File: src/design/wbps_pkg.sv
// Shared constants, command codes and the per-step control struct
// for the wildcard byte pattern scanner. No dependencies.
package wbps_pkg;

	localparam int MAX_PATTERN_DFLT = 64;

	localparam int LEN_W    = 7;
	localparam int VALUE_W  = 8;
	localparam int INDEX_W  = 6;
	localparam int OFFSET_W = 32;

	// pattern byte that matches any region byte
	localparam logic [VALUE_W-1:0] WILDCARD = 8'h2A;

	// saturation value of the region byte counter
	localparam logic [OFFSET_W-1:0] CNT_MAX = '1;

	typedef enum logic {
		CMD_LOAD = 1'b0,
		CMD_SCAN = 1'b1
	} cmd_t;

	// control of one scan byte after the cell compare stage
	typedef struct packed {
		logic                vld;
		logic                last;
		logic [OFFSET_W-1:0] cnt;
	} step_t;

endpackage

File: src/design/wbps_if.sv
// Request and result channel interfaces of the pattern scanner.
// Depends on wbps_pkg for field widths.
interface wbps_req_if;
	logic                           valid;
	logic                           ready;
	logic                           command;
	logic [wbps_pkg::VALUE_W-1:0]   value;
	logic [wbps_pkg::INDEX_W-1:0]   index;
	logic                           last;

	modport source (output valid, command, value, index, last, input ready);
	modport sink   (input valid, command, value, index, last, output ready);
endinterface

interface wbps_res_if;
	logic                           valid;
	logic                           ready;
	logic                           found;
	logic [wbps_pkg::OFFSET_W-1:0]  offset;

	modport source (output valid, found, offset, input ready);
	modport sink   (input valid, found, offset, output ready);
endinterface

File: src/design/wbps_cell.sv
// One scanner cell: a pattern byte of the rotating pattern ring, a byte of
// the region window shift line and its registered compare. Uses wbps_pkg.
module wbps_cell (
	input  logic                           clk,
	input  logic                           load_en,
	input  logic [wbps_pkg::VALUE_W-1:0]   load_val,
	input  logic                           rot_en,
	input  logic [wbps_pkg::VALUE_W-1:0]   pat_prev,
	input  logic                           shift_en,
	input  logic [wbps_pkg::VALUE_W-1:0]   win_in,
	input  logic                           step_en,
	output logic [wbps_pkg::VALUE_W-1:0]   pat,
	output logic [wbps_pkg::VALUE_W-1:0]   win,
	output logic                           eq
);

	logic [wbps_pkg::VALUE_W-1:0] pat_q;
	logic [wbps_pkg::VALUE_W-1:0] win_q;
	logic                         eq_s1;

	// write a loaded byte, or take the neighbor's byte while the ring rotates
	always_ff @(posedge clk) begin
		if (load_en) begin
			pat_q <= load_val;
		end else if (rot_en) begin
			pat_q <= pat_prev;
		end
	end

	// advance the window one byte per scanned request
	always_ff @(posedge clk) begin
		if (shift_en) begin
			win_q <= win_in;
		end
	end

	// compare against the byte this cell holds after the shift
	always_ff @(posedge clk) begin
		if (step_en) begin
			eq_s1 <= (pat_q == wbps_pkg::WILDCARD) || (win_in == pat_q);
		end
	end

	assign pat = pat_q;
	assign win = win_q;
	assign eq  = eq_s1;

endmodule

File: src/design/wbps_verdict.sv
// Match decision: registered AND tree over the cell compares, first-match
// tracking per region and the result output register. Uses wbps_pkg.
module wbps_verdict #(
	parameter int MAX_PATTERN = wbps_pkg::MAX_PATTERN_DFLT,
	parameter int IW          = (MAX_PATTERN > 1) ? $clog2(MAX_PATTERN) : 1,
	parameter int NW          = $clog2(MAX_PATTERN + 1)
) (
	input  logic                           clk,
	input  logic                           arst_n,
	input  wbps_pkg::step_t                step_s1,
	input  logic [MAX_PATTERN-1:0]         eq_s1,
	input  logic [IW-1:0]                  first_cell,
	input  logic [NW-1:0]                  n_eff,
	input  logic                           res_ready,
	output logic                           res_valid,
	output logic                           res_found,
	output logic [wbps_pkg::OFFSET_W-1:0]  res_offset,
	output logic                           adv
);

	localparam int GRP  = 8;
	localparam int NGRP = (MAX_PATTERN + GRP - 1) / GRP;

	logic [NGRP-1:0]               grp_c;
	logic [NGRP-1:0]               grp_s2;
	logic                          vld_s2;
	logic                          last_s2;
	logic                          ok_s2;
	logic [wbps_pkg::OFFSET_W-1:0] off_s2;
	logic                          done_q;
	logic                          done_d;
	logic                          out_vld_q;
	logic                          found_q;
	logic [wbps_pkg::OFFSET_W-1:0] offset_q;
	logic                          hit;
	logic                          produce;
	logic                          fnd;

	// advance the whole pipe unless a result waits to be taken
	assign adv = !out_vld_q || res_ready;

	// reduce each group of eight cells; cells ahead of the pattern pass
	always_comb begin
		for (int g = 0; g < NGRP; g++) begin
			grp_c[g] = 1'b1;
			for (int i = 0; i < GRP; i++) begin
				if (g * GRP + i < MAX_PATTERN) begin
					if (32'(g * GRP + i) >= 32'(first_cell)) begin
						grp_c[g] = grp_c[g] & eq_s1[g * GRP + i];
					end
				end
			end
		end
	end

	// register group results, length check and start offset
	always_ff @(posedge clk or negedge arst_n) begin
		if (!arst_n) begin
			vld_s2  <= 1'b0;
			last_s2 <= 1'b0;
		end else if (adv) begin
			vld_s2  <= step_s1.vld;
			last_s2 <= step_s1.last;
		end
	end

	always_ff @(posedge clk) begin
		if (adv) begin
			grp_s2 <= grp_c;
			ok_s2  <= step_s1.cnt >= wbps_pkg::OFFSET_W'(n_eff);
			off_s2 <= step_s1.cnt - wbps_pkg::OFFSET_W'(n_eff);
		end
	end

	assign hit = ok_s2 && (&grp_s2);

	// report the first match, drop bytes after it, report a miss at region end
	always_comb begin
		produce = 1'b0;
		fnd     = 1'b0;
		done_d  = done_q;
		if (vld_s2) begin
			priority if (done_q) begin
				if (last_s2) begin
					done_d = 1'b0;
				end
			end else if (hit) begin
				produce = 1'b1;
				fnd     = 1'b1;
				done_d  = !last_s2;
			end else if (last_s2) begin
				produce = 1'b1;
			end
		end
	end

	always_ff @(posedge clk or negedge arst_n) begin
		if (!arst_n) begin
			done_q    <= 1'b0;
			out_vld_q <= 1'b0;
		end else if (adv) begin
			done_q    <= done_d;
			out_vld_q <= produce;
		end
	end

	// hold the result payload until taken
	always_ff @(posedge clk) begin
		if (adv && produce) begin
			found_q  <= fnd;
			offset_q <= fnd ? off_s2 : '0;
		end
	end

	assign res_valid  = out_vld_q;
	assign res_found  = found_q;
	assign res_offset = offset_q;

	a_miss_zero_offset: assert property (@(posedge clk) disable iff (!arst_n)
		out_vld_q && !found_q |-> offset_q == '0)
		else $error("not-found result with nonzero offset");

	a_squash_after_match: assert property (@(posedge clk) disable iff (!arst_n)
		adv && vld_s2 && done_q |=> !out_vld_q)
		else $error("result given after a match in the same region");

	a_region_end_clears: assert property (@(posedge clk) disable iff (!arst_n)
		adv && vld_s2 && last_s2 |=> !done_q)
		else $error("match flag kept past region end");

endmodule

File: src/design/wildcard_byte_pattern_scanner.sv
// Top level of the wildcard byte pattern scanner: row of wbps_cell, the
// pattern ring alignment, region byte counter and wbps_verdict.
// Depends on wbps_pkg, wbps_if (wbps_req_if, wbps_res_if).
//
//  channel  dir  handshake          payload
//  req      in   valid/ready        command, value[7:0], index[5:0], last
//  res      out  valid/ready        found, offset[31:0]
//  cfg      in   cfg_we (no wait)   cfg_wdata[6:0] = pattern_length
//
// One request per cycle unless stalled. A scan byte's result passes the cell
// compare, group AND and result registers before it leaves the output.
// A held result stalls the whole pipe and drops req.ready.
// A pattern_length write rotates the pattern ring into place one cell per
// cycle: req.ready stays low until the ring lines up with the new length.
// Reset needs no clearing pass; pattern bytes are undefined until loaded.
module wildcard_byte_pattern_scanner #(
	parameter int MAX_PATTERN = wbps_pkg::MAX_PATTERN_DFLT
) (
	input  logic                         clk,
	input  logic                         arst_n,
	input  logic                         cfg_we,
	input  logic [wbps_pkg::LEN_W-1:0]   cfg_wdata,
	wbps_req_if.sink                     req,
	wbps_res_if.source                   res
);

	localparam int IW = (MAX_PATTERN > 1) ? $clog2(MAX_PATTERN) : 1;
	localparam int NW = $clog2(MAX_PATTERN + 1);
	localparam logic [IW-1:0] ROT_LAST = IW'(MAX_PATTERN - 1);

	logic [wbps_pkg::LEN_W-1:0]    len_q;
	logic [NW-1:0]                 n_eff;
	logic [IW-1:0]                 first_cell;
	logic [IW-1:0]                 rot_q;
	logic                          rot_busy;
	logic                          adv;
	logic                          acc;
	logic                          scan_acc;
	logic                          load_acc;
	logic                          load_ok;
	logic [31:0]                   load_sum;
	logic [31:0]                   load_tgt;
	logic [wbps_pkg::OFFSET_W-1:0] cnt_q;
	logic [wbps_pkg::OFFSET_W-1:0] cnt_inc;
	wbps_pkg::step_t               step_s1;
	logic [wbps_pkg::VALUE_W-1:0]  pat [MAX_PATTERN];
	logic [wbps_pkg::VALUE_W-1:0]  win [MAX_PATTERN];
	logic [MAX_PATTERN-1:0]        eq;

	// hold the pattern length register
	always_ff @(posedge clk or negedge arst_n) begin
		if (!arst_n) begin
			len_q <= wbps_pkg::LEN_W'(1);
		end else if (cfg_we) begin
			len_q <= cfg_wdata;
		end
	end

	// clamp the length to 1..MAX_PATTERN
	always_comb begin
		priority if (len_q == '0) begin
			n_eff = NW'(1);
		end else if (32'(len_q) > 32'(MAX_PATTERN)) begin
			n_eff = NW'(MAX_PATTERN);
		end else begin
			n_eff = NW'(len_q);
		end
	end

	// the pattern ends at the newest window cell: its first byte sits here
	assign first_cell = IW'(32'(MAX_PATTERN) - 32'(n_eff));

	// rotate the pattern ring until it lines up with the length
	assign rot_busy = rot_q != first_cell;

	always_ff @(posedge clk or negedge arst_n) begin
		if (!arst_n) begin
			rot_q <= ROT_LAST;
		end else if (rot_busy) begin
			rot_q <= (rot_q == ROT_LAST) ? '0 : rot_q + IW'(1);
		end
	end

	// request handshake
	assign req.ready = !rot_busy && adv;
	assign acc       = req.valid && req.ready;
	assign scan_acc  = acc && (req.command == wbps_pkg::CMD_SCAN);
	assign load_acc  = acc && (req.command == wbps_pkg::CMD_LOAD);

	// map a load index onto its cell in the rotated ring
	assign load_ok  = 32'(req.index) < 32'(MAX_PATTERN);
	assign load_sum = 32'(req.index) + 32'(rot_q);
	assign load_tgt = (load_sum >= 32'(MAX_PATTERN)) ? load_sum - 32'(MAX_PATTERN)
		: load_sum;

	// count region bytes, saturating; restart at region end
	assign cnt_inc = (cnt_q == wbps_pkg::CNT_MAX) ? cnt_q
		: cnt_q + wbps_pkg::OFFSET_W'(1);

	always_ff @(posedge clk or negedge arst_n) begin
		if (!arst_n) begin
			cnt_q <= '0;
		end else if (scan_acc) begin
			cnt_q <= req.last ? '0 : cnt_inc;
		end
	end

	// carry the byte's control alongside the cell compares
	always_ff @(posedge clk or negedge arst_n) begin
		if (!arst_n) begin
			step_s1 <= '0;
		end else if (adv) begin
			step_s1.vld  <= scan_acc;
			step_s1.last <= req.last;
			step_s1.cnt  <= cnt_inc;
		end
	end

	// row of cells: newest region byte enters the top cell
	for (genvar j = 0; j < MAX_PATTERN; j++) begin : g_cell
		logic [wbps_pkg::VALUE_W-1:0] win_in;

		if (j == MAX_PATTERN - 1) begin : g_top
			assign win_in = req.value;
		end else begin : g_mid
			assign win_in = win[j + 1];
		end

		wbps_cell u_cell (
			.clk      (clk),
			.load_en  (load_acc && load_ok && (load_tgt == 32'(j))),
			.load_val (req.value),
			.rot_en   (rot_busy),
			.pat_prev (pat[(j + MAX_PATTERN - 1) % MAX_PATTERN]),
			.shift_en (scan_acc),
			.win_in   (win_in),
			.step_en  (adv),
			.pat      (pat[j]),
			.win      (win[j]),
			.eq       (eq[j])
		);
	end

	wbps_verdict #(
		.MAX_PATTERN (MAX_PATTERN),
		.IW          (IW),
		.NW          (NW)
	) u_verdict (
		.clk        (clk),
		.arst_n     (arst_n),
		.step_s1    (step_s1),
		.eq_s1      (eq),
		.first_cell (first_cell),
		.n_eff      (n_eff),
		.res_ready  (res.ready),
		.res_valid  (res.valid),
		.res_found  (res.found),
		.res_offset (res.offset),
		.adv        (adv)
	);

	a_region_restart: assert property (@(posedge clk) disable iff (!arst_n)
		scan_acc && req.last |=> cnt_q == '0)
		else $error("byte counter not restarted after region end");

endmodule

File: src/flat_wrapper.sv
// flat-port wrapper written by rule: the top's interface ports become plain ports
module wildcard_byte_pattern_scanner_flat 
#(
	parameter int MAX_PATTERN = wbps_pkg::MAX_PATTERN_DFLT
)
  (clk, arst_n, cfg_we, cfg_wdata, req_valid, req_command, req_value, req_index, req_last, req_ready, res_valid, res_found, res_offset, res_ready);
  wbps_req_if req_i ();
  wbps_res_if res_i ();
  input  logic clk;
  input  logic arst_n;
  input  logic cfg_we;
  input  logic [wbps_pkg::LEN_W-1:0] cfg_wdata;
  input wire logic [$bits(req_i.valid)-1:0] req_valid;
  input wire logic [$bits(req_i.command)-1:0] req_command;
  input wire logic [$bits(req_i.value)-1:0] req_value;
  input wire logic [$bits(req_i.index)-1:0] req_index;
  input wire logic [$bits(req_i.last)-1:0] req_last;
  output wire logic [$bits(req_i.ready)-1:0] req_ready;
  output wire logic [$bits(res_i.valid)-1:0] res_valid;
  output wire logic [$bits(res_i.found)-1:0] res_found;
  output wire logic [$bits(res_i.offset)-1:0] res_offset;
  input wire logic [$bits(res_i.ready)-1:0] res_ready;
  assign req_i.valid = req_valid;
  assign req_i.command = req_command;
  assign req_i.value = req_value;
  assign req_i.index = req_index;
  assign req_i.last = req_last;
  assign req_ready = req_i.ready;
  assign res_valid = res_i.valid;
  assign res_found = res_i.found;
  assign res_offset = res_i.offset;
  assign res_i.ready = res_ready;
  wildcard_byte_pattern_scanner #(.MAX_PATTERN(MAX_PATTERN)) u_core (.clk(clk), .arst_n(arst_n), .cfg_we(cfg_we), .cfg_wdata(cfg_wdata), .req(req_i), .res(res_i));
endmodule
File: config.mk
export PLATFORM = sky130hd
export DESIGN_NAME = wildcard_byte_pattern_scanner_flat
export DESIGN_NICKNAME = d
export VERILOG_FILES = /design/src/design/wbps_pkg.sv /design/src/design/wbps_if.sv /design/src/design/wbps_cell.sv /design/src/design/wbps_verdict.sv /design/src/design/wildcard_byte_pattern_scanner.sv /design/src/flat_wrapper.sv
export SDC_FILE = /design/constraint.sdc
export NUM_CORES = 2
export LEC_CHECK = 0
export BUFFER_PORTS_ARGS = -buffer_cell sky130_fd_sc_hd__clkbuf_2
export CAP_MARGIN = 20
export CORE_UTILIZATION = 25
export DETAILED_ROUTE_END_ITERATION = 8
export PLACE_DENSITY = 0.41
export SLEW_MARGIN = 40
export SYNTH_ARGS = -nofsm -noshare
export SYNTH_HDL_FRONTEND = slang
export SYNTH_SLANG_ARGS = --single-unit
File: constraint.sdc
create_clock -name clk -period 18.68 [get_ports clk]
set_input_delay 1.868 -clock clk [delete_from_list [all_inputs] [get_ports clk]]
set_output_delay 1.868 -clock clk [all_outputs]
set_load 0.005 [all_outputs]
Word-level counts from Yosys, hierarchy flattened. Index checks and enable logic that the tools add are counted. W data, S select, Z words.

Input bits: 28. Bits in registers: 1237. Output and inout bits: 35.

Bitwise logic cells: 57. Reduce and logical (&&, ||, !) cells: 206. Mux-type cells: 207. Equality and inequality tests: 194. Order comparisons: 66. Add/sub/neg operators: 6.

Operators with widths (count): $eq A32 B6 Y1 const B (32); $mux W8 (128); $eq A32 B5 Y1 const B (16); $eq A8 B6 Y1 const B (64); $eq A8 B8 Y1 (64); $eq A32 B4 Y1 const B (8); $ge A6 B6 Y1 const A (31); $eq A32 B3 Y1 const B (4); $reduce_bool A2 Y1 (64); $ge A5 B6 Y1 const A (16); $mux W32 (3); $mux W1 (73); $logic_and A1 B1 Y1 (70); $logic_or A1 B1 Y1 (65); $eq A32 B2 Y1 const B (2); $and A1 B1 Y1 (56); $ge A4 B6 Y1 const A (8); $add A32 B1 Y32 const B (1); $eq A32 B1 Y1 const B (1); $eq A32 B32 Y1 const B (1); $ge A32 B7 Y1 (1); $ge A32 B7 Y1 const B (1); $logic_not A32 Y1 (1); $sub A32 B7 Y32 (1); 17 further kinds (25).

Depth between registers and ports, before layout.
Depth after elaboration: 20. Depth in mapped cells: 19.

Cells and area by module. From an unflattened synthesis, not the netlist that was laid out.

Cells, all modules: 3580. Area, all modules: 58234.6 um2.

Modules (own cells, without submodules): wbps_cell (area each 767.0 um2, cells each 41, instances 64); wildcard_byte_pattern_scanner (area each 4877.2 um2, cells each 582, instances 1); wbps_verdict (area each 4270.3 um2, cells each 374, instances 1).

Worst setup path before layout. OpenSTA, ideal clock, no wires.

Kind: input -> register. From: input port res_ready. To: register u_core.g_cell[10].u_cell.win_q (netlist bit u_core.g_cell[10].u_cell.win[0]), enable pin. Library setup time: 0.849 ns. Setup slack: 2.321 ns. Data arrival time: 15.510 ns. Cell stages on the path: 7. Cell sequence: nor2b_1 -> clkbuf_1 -> inv_1 -> clkbuf_1 -> and3_1 -> nand2_1 -> inv_1.

Cells in the longest elaborated chain, start to end: 4.

Ends and longest elaborated chain: start, declared (RTL line flat_wrapper.sv:22) `input wire logic [$bits(res_i.ready)-1:0] res_ready;`; $logic_or A1 B1 Y1 (RTL line wbps_verdict.sv:40) `assign adv = !out_vld_q || res_ready;`; $logic_and A1 B1 Y1 (RTL line wildcard_byte_pattern_scanner.sv:85) `assign req.ready = !rot_busy && adv;`; $logic_and A1 B1 Y1 (RTL line wildcard_byte_pattern_scanner.sv:86) `assign acc = req.valid && req.ready;`; $logic_and A1 B1 Y1 (RTL line wildcard_byte_pattern_scanner.sv:87) `assign scan_acc = acc && (req.command == wbps_pkg::CMD_SCAN);`; named net u_core.g_cell[0].u_cell.shift_en (RTL line wbps_cell.sv:9) `input logic shift_en,`; end signal, assigned (RTL line wbps_cell.sv:33) `win_q <= win_in;`; end, declared (RTL line wbps_cell.sv:18) `logic [wbps_pkg::VALUE_W-1:0] win_q;`.

The timed path passes the listed nets, and every way through them passes these cells. A chain may end at the register's enable or synchronous reset.

Worst setup path after layout.
From: register u_core.len_q[6] in the netlist's numbering. To: register u_core.g_cell[45].u_cell.win_q (netlist bit u_core.g_cell[45].u_cell.win[0]), enable pin.

Cells in the longest elaborated chain, start to end: 9.

Ends and longest elaborated chain: start, declared (RTL line wildcard_byte_pattern_scanner.sv:31) `logic [wbps_pkg::LEN_W-1:0] len_q;`; start signal, assigned (RTL line wildcard_byte_pattern_scanner.sv:53) `len_q <= wbps_pkg::LEN_W'(1);`; start signal, assigned (RTL line wildcard_byte_pattern_scanner.sv:55) `len_q <= cfg_wdata;`; $gt A7 B7 Y1 (RTL line wildcard_byte_pattern_scanner.sv:63) `end else if (32'(len_q) > 32'(MAX_PATTERN)) begin`; $mux W7 (RTL line wildcard_byte_pattern_scanner.sv:63); $mux W7 * (RTL line wildcard_byte_pattern_scanner.sv:61) `priority if (len_q == '0) begin`; $sub A1 B6 Y6 * (RTL line wildcard_byte_pattern_scanner.sv:71) `assign first_cell = IW'(32'(MAX_PATTERN) - 32'(n_eff));`; $ne A6 B6 Y1 * (RTL line wildcard_byte_pattern_scanner.sv:74) `assign rot_busy = rot_q != first_cell;`; $logic_not A1 Y1 * (RTL line wildcard_byte_pattern_scanner.sv:85); $logic_and A1 B1 Y1 * (RTL line wildcard_byte_pattern_scanner.sv:85); $logic_and A1 B1 Y1 * (RTL line wildcard_byte_pattern_scanner.sv:86); $logic_and A1 B1 Y1 * (RTL line wildcard_byte_pattern_scanner.sv:87); named net u_core.g_cell[0].u_cell.shift_en (RTL line wbps_cell.sv:9); end signal, assigned (RTL line wbps_cell.sv:33); end, declared (RTL line wbps_cell.sv:18).

Mark *: on every way through the listed nets, which the timed path passes. The rest lies on a longest branch.

==> results_dict.tcl <==
set metrics [dict create \
    cp_cell_sequence "clkinv_1 -> nand2_1 -> ha_1 -> buf_4 -> or3b_2 -> a221o_1 -> xnor2_2 -> nor2_2 -> o21a_4 -> nand2_1 -> clkinv_8 -> buf_12 -> buf_6 -> buf_6" \
    avgRoutedWirePerCell_microns 23.1 \
    sw_frac_of_total 0.301 \
    grt_remaining_overflow 0 \
    global_route.usage.total 0.140 \
    top_reg_cell_synth "edfxtp_1" \
    post_synth_top_area_cell "edfxtp_1" \
    place_ws_ns 11.30 \
    area_of_the_mapped_netlist_sq_um 56000 \
    route.final.wire_length_mm 158 \
    share_clk_of_total_power 0.297 \
    placedInstanceArea_sq_um 59900 \
    synth_enable_flop_cells 1154 \
    postSynthRegisterBits 1237 \
    fp.dieH_microns 475 \
    skew_ns 0.0257 \
    synthCells 3652 \
    cts-resized-gates 0 \
    cp_max_fo 118 \
    post_synth_most_frequent_cells "edfxtp_1 (1154), xnor2_1 (554), mux2_2 (512)" \
    synth_cell_type_count 84 \
    top_post_synthesis_cells_by_area "edfxtp_1 (62%), mux2_2 (10%), xnor2_1 (8.7%)" \
    clock_sinks 1237 \
    core_region_area_sq_um 222000 \
    total_leakage_power_nw 21.2 \
    synth.yosys.seq_area_share 0.656 \
    cts_hold_repair.buffers 0 \
    pin_count_of_the_biggest_net_entering_global_routing 135 \
    powerDensity_nw_per_um2 145 \
    xor_xnor_share_of_the_synthesized_area 0.0919 \
    post-route-worst-setup-slack_ns 11.96 \
    clk_transition_reported_paths_ns 0.06 \
    synth_top_family_by_area "multiplexers" \
    routabilityCongestion 0.792 \
    htreeDepth 4 \
    fin_setup_tns_ns 0 \
    final-setup-viol-count 0 \
    setup.worst_path.end_class "register" \
    synth.avg_cell_area_sq_um 15.3 \
    max_clock_freq_ghz 0.149 \
    cts_root_buffer "clkbuf_16" \
    drc 0 \
    vias 31000 \
    cts.path.max_buffers 3 \
    timing.critical_path.arrival_ns 7.11 \
    synth_nets 3700 \
    combPwrFrac 0.201 \
    worstSkewPairLatency_ns 0.77 \
    grt_first_pass_wirelength_mm 232 \
    drt_pre_antenna_iters 5 \
    die_width_microns 475 \
    switching_power_w 0.00282 \
    simple_gate_area_share_of_the_yosys_netlist 0.0903 \
    irDropWorstVdd_mv 0.0726 \
    p_seq_frac 0.503 \
    utilization 0.290 \
    area_share_of_fa_ha_maj_cells_after_synthesis 0.00492 \
    layout_min_cycle_time_ns 6.72 \
    critical_path.slowest_cell "dfrtp_1" \
    design.die.area_sq_um 226000 \
    areaGrowthSynthToFinish_pct 15.4 \
    drtIter0Drc 2309 \
    detail-route-antenna-nets 0 \
    hold_violations 0 \
    postSynth.asyncResetShare 0.0671 \
    initial_utilization 0.252 \
    hold_path_class "register to register" \
    outcome "finished clean" \
    yosysMostFrequentCell "edfxtp_1" \
    tritoncts "built" \
    synth.yosys.warnings 0 \
    maxCapViolations 0 \
    synth_compound_area_frac 0.0391 \
    vias_in_the_first_global_route 32400 \
    layout.nets 3809 \
    worst_slew_margin_rel 0.427 \
    crit_path_required_time_ns 19.07 \
    internal_power_w 0.00655 \
    worstSetupPathType "register to register" \
    rsz_0062_raised_after_global_routing "false" \
    post-synth-top-area-fraction 0.619 \
    finalMaxSlewViolations 0 \
    fin_crit_sh 0.360 \
    final_design_area_no_fill_sq_um 64600 \
    num_rows 173 \
    dr_vias_cell 4.52 \
    boundaryPins 63 \
    start_kind "register" \
    tightestPinTransition_ns 0.857 \
    dp.final_hpwl_mm 107 \
    critical-path-max-stage-delay_ns 0.68 \
    grt_antenna_before_repair 4 \
    post_route_cells_drive_above_1_share 0.238 \
    port-buffer-count 62 \
    postCtsSetupRepairBufs 0 \
    tritoncts.num_buffers 143 \
    synth_mux_area_frac 0.104 \
]
[per-stage QoR]
step | hold WS (ns) | std cells | total power (W)
2_1_floorplan | 0.439 | 3652 | 0.00588
3_3_place_gp | 0.451 | 6588 | 0.00666
5_1_grt | 0.482 | 6854 | 0.00983
6_report | 0.468 | 6857 | 0.00937
3_5_place_dp | 0.460 | 6590 | 0.00664
4_1_cts | 0.460 | 6852 | 0.00949
[per-layer routing]
| layer | share of wire | track usage | vias to the layer above |
|---|---|---|---|
| met5 | 0 | 0 | - |
| met4 | 0.017 | 0.0318 | 0 |
| met3 | 0.034 | 0.0211 | 159 |
| met2 | 0.49 | 0.234 | 534 |
| met1 | 0.46 | 0.190 | 16100 |
| li1 | - | - | 14200 |
[power groups by stage]
stage               Sequential [W]  Combinational (W)  Clock, W
finish                     0.00471            0.00188   0.00278
global placement           0.00479            0.00187         0
global route               0.00480            0.00206   0.00297
floorplan                  0.00441            0.00147         0
CTS                        0.00471            0.00191   0.00287
detailed placement         0.00476            0.00188         0
[flip-flops by register name, indices dropped and copies added, names as in the netlist, 6 cells and up]
name	cells
u_core.cnt_q	32
u_core.g_cell.u_cell.eq	64
u_core.g_cell.u_cell.pat	512
u_core.g_cell.u_cell.win	504
u_core.len_q	7
u_core.rot_q	6
u_core.step_s1	34
u_core.u_verdict.grp_s2	8
u_core.u_verdict.off_s2	32
u_core.u_verdict.res_offset	32
[area by class of cell]
class	count	area (sq um)
Sequential cell	1237	36700
Tap cell	2975	3720
Timing Repair Buffer	106	759
Multi-Input combinational cell	2244	18600
Antenna cell	4	10.0
Clock inverter	77	744
Inverter	29	126
Fill cell	22200	158000
Clock buffer	185	3860
[worst max-delay path, delay by kind of cell, from the launching register on]
family	cells	cell delay (ns)
simple gates	4	1.27
compound gates	2	1.09
buf+inv	6	2.64
fa+ha+maj	1	0.18
xor+xnor	1	0.26
flops	1	0.68
[cells in the final DEF, fill, tap and decap left out, types with 10 or more instances in the layout]
cell       instances
o31ai_1           48
nor4b_1           66
nor4_1            10
mux2_2           512
nor4bb_1          64
clkinv_2          24
nor2_1            79
a21oi_1           46
edfxtp_1        1154
xnor2_1          554
o21ai_0          124
nand2b_1          14
nand2_1          182
inv_1             25
ha_1              18
nand3_1           24
o21ai_1           54
a31oi_1           19
dfrtp_1           76
bufinv_16         11
nor3_4            48
xor2_1            29
clkbuf_2          53
buf_4             41
nor3_1            18
clkbuf_1          34
and2_1            34
clkinv_1          26
clkbuf_16        147
nand4_1          143
[final timing paths]
kind	from	end	slack, ns	cells after the start
max	u_core.len_q[6]	u_core.g_cell[45].u_cell.win[0]	11.96	14
min	u_core.g_cell[27].u_cell.win[7]	u_core.g_cell[26].u_cell.win[7]	0.47	0
max reg2reg	u_core.len_q[6]	u_core.g_cell[45].u_cell.win[0]	11.96	14
min reg2reg	u_core.g_cell[27].u_cell.win[7]	u_core.g_cell[26].u_cell.win[7]	0.47	0
max in group asynchronous	arst_n	u_core.len_q[6]	16.50	2
min in group asynchronous	arst_n	u_core.step_s1[26]	1.10	1
[cell families after synthesis]
logic type      after synthesis
mux                         517
simple gates                759
fa+ha+maj                    21
compound gates              362
xor+xnor                    585
flops                      1237
buf+inv                     171
Note: power is estimated with default switching activity, not from simulation.
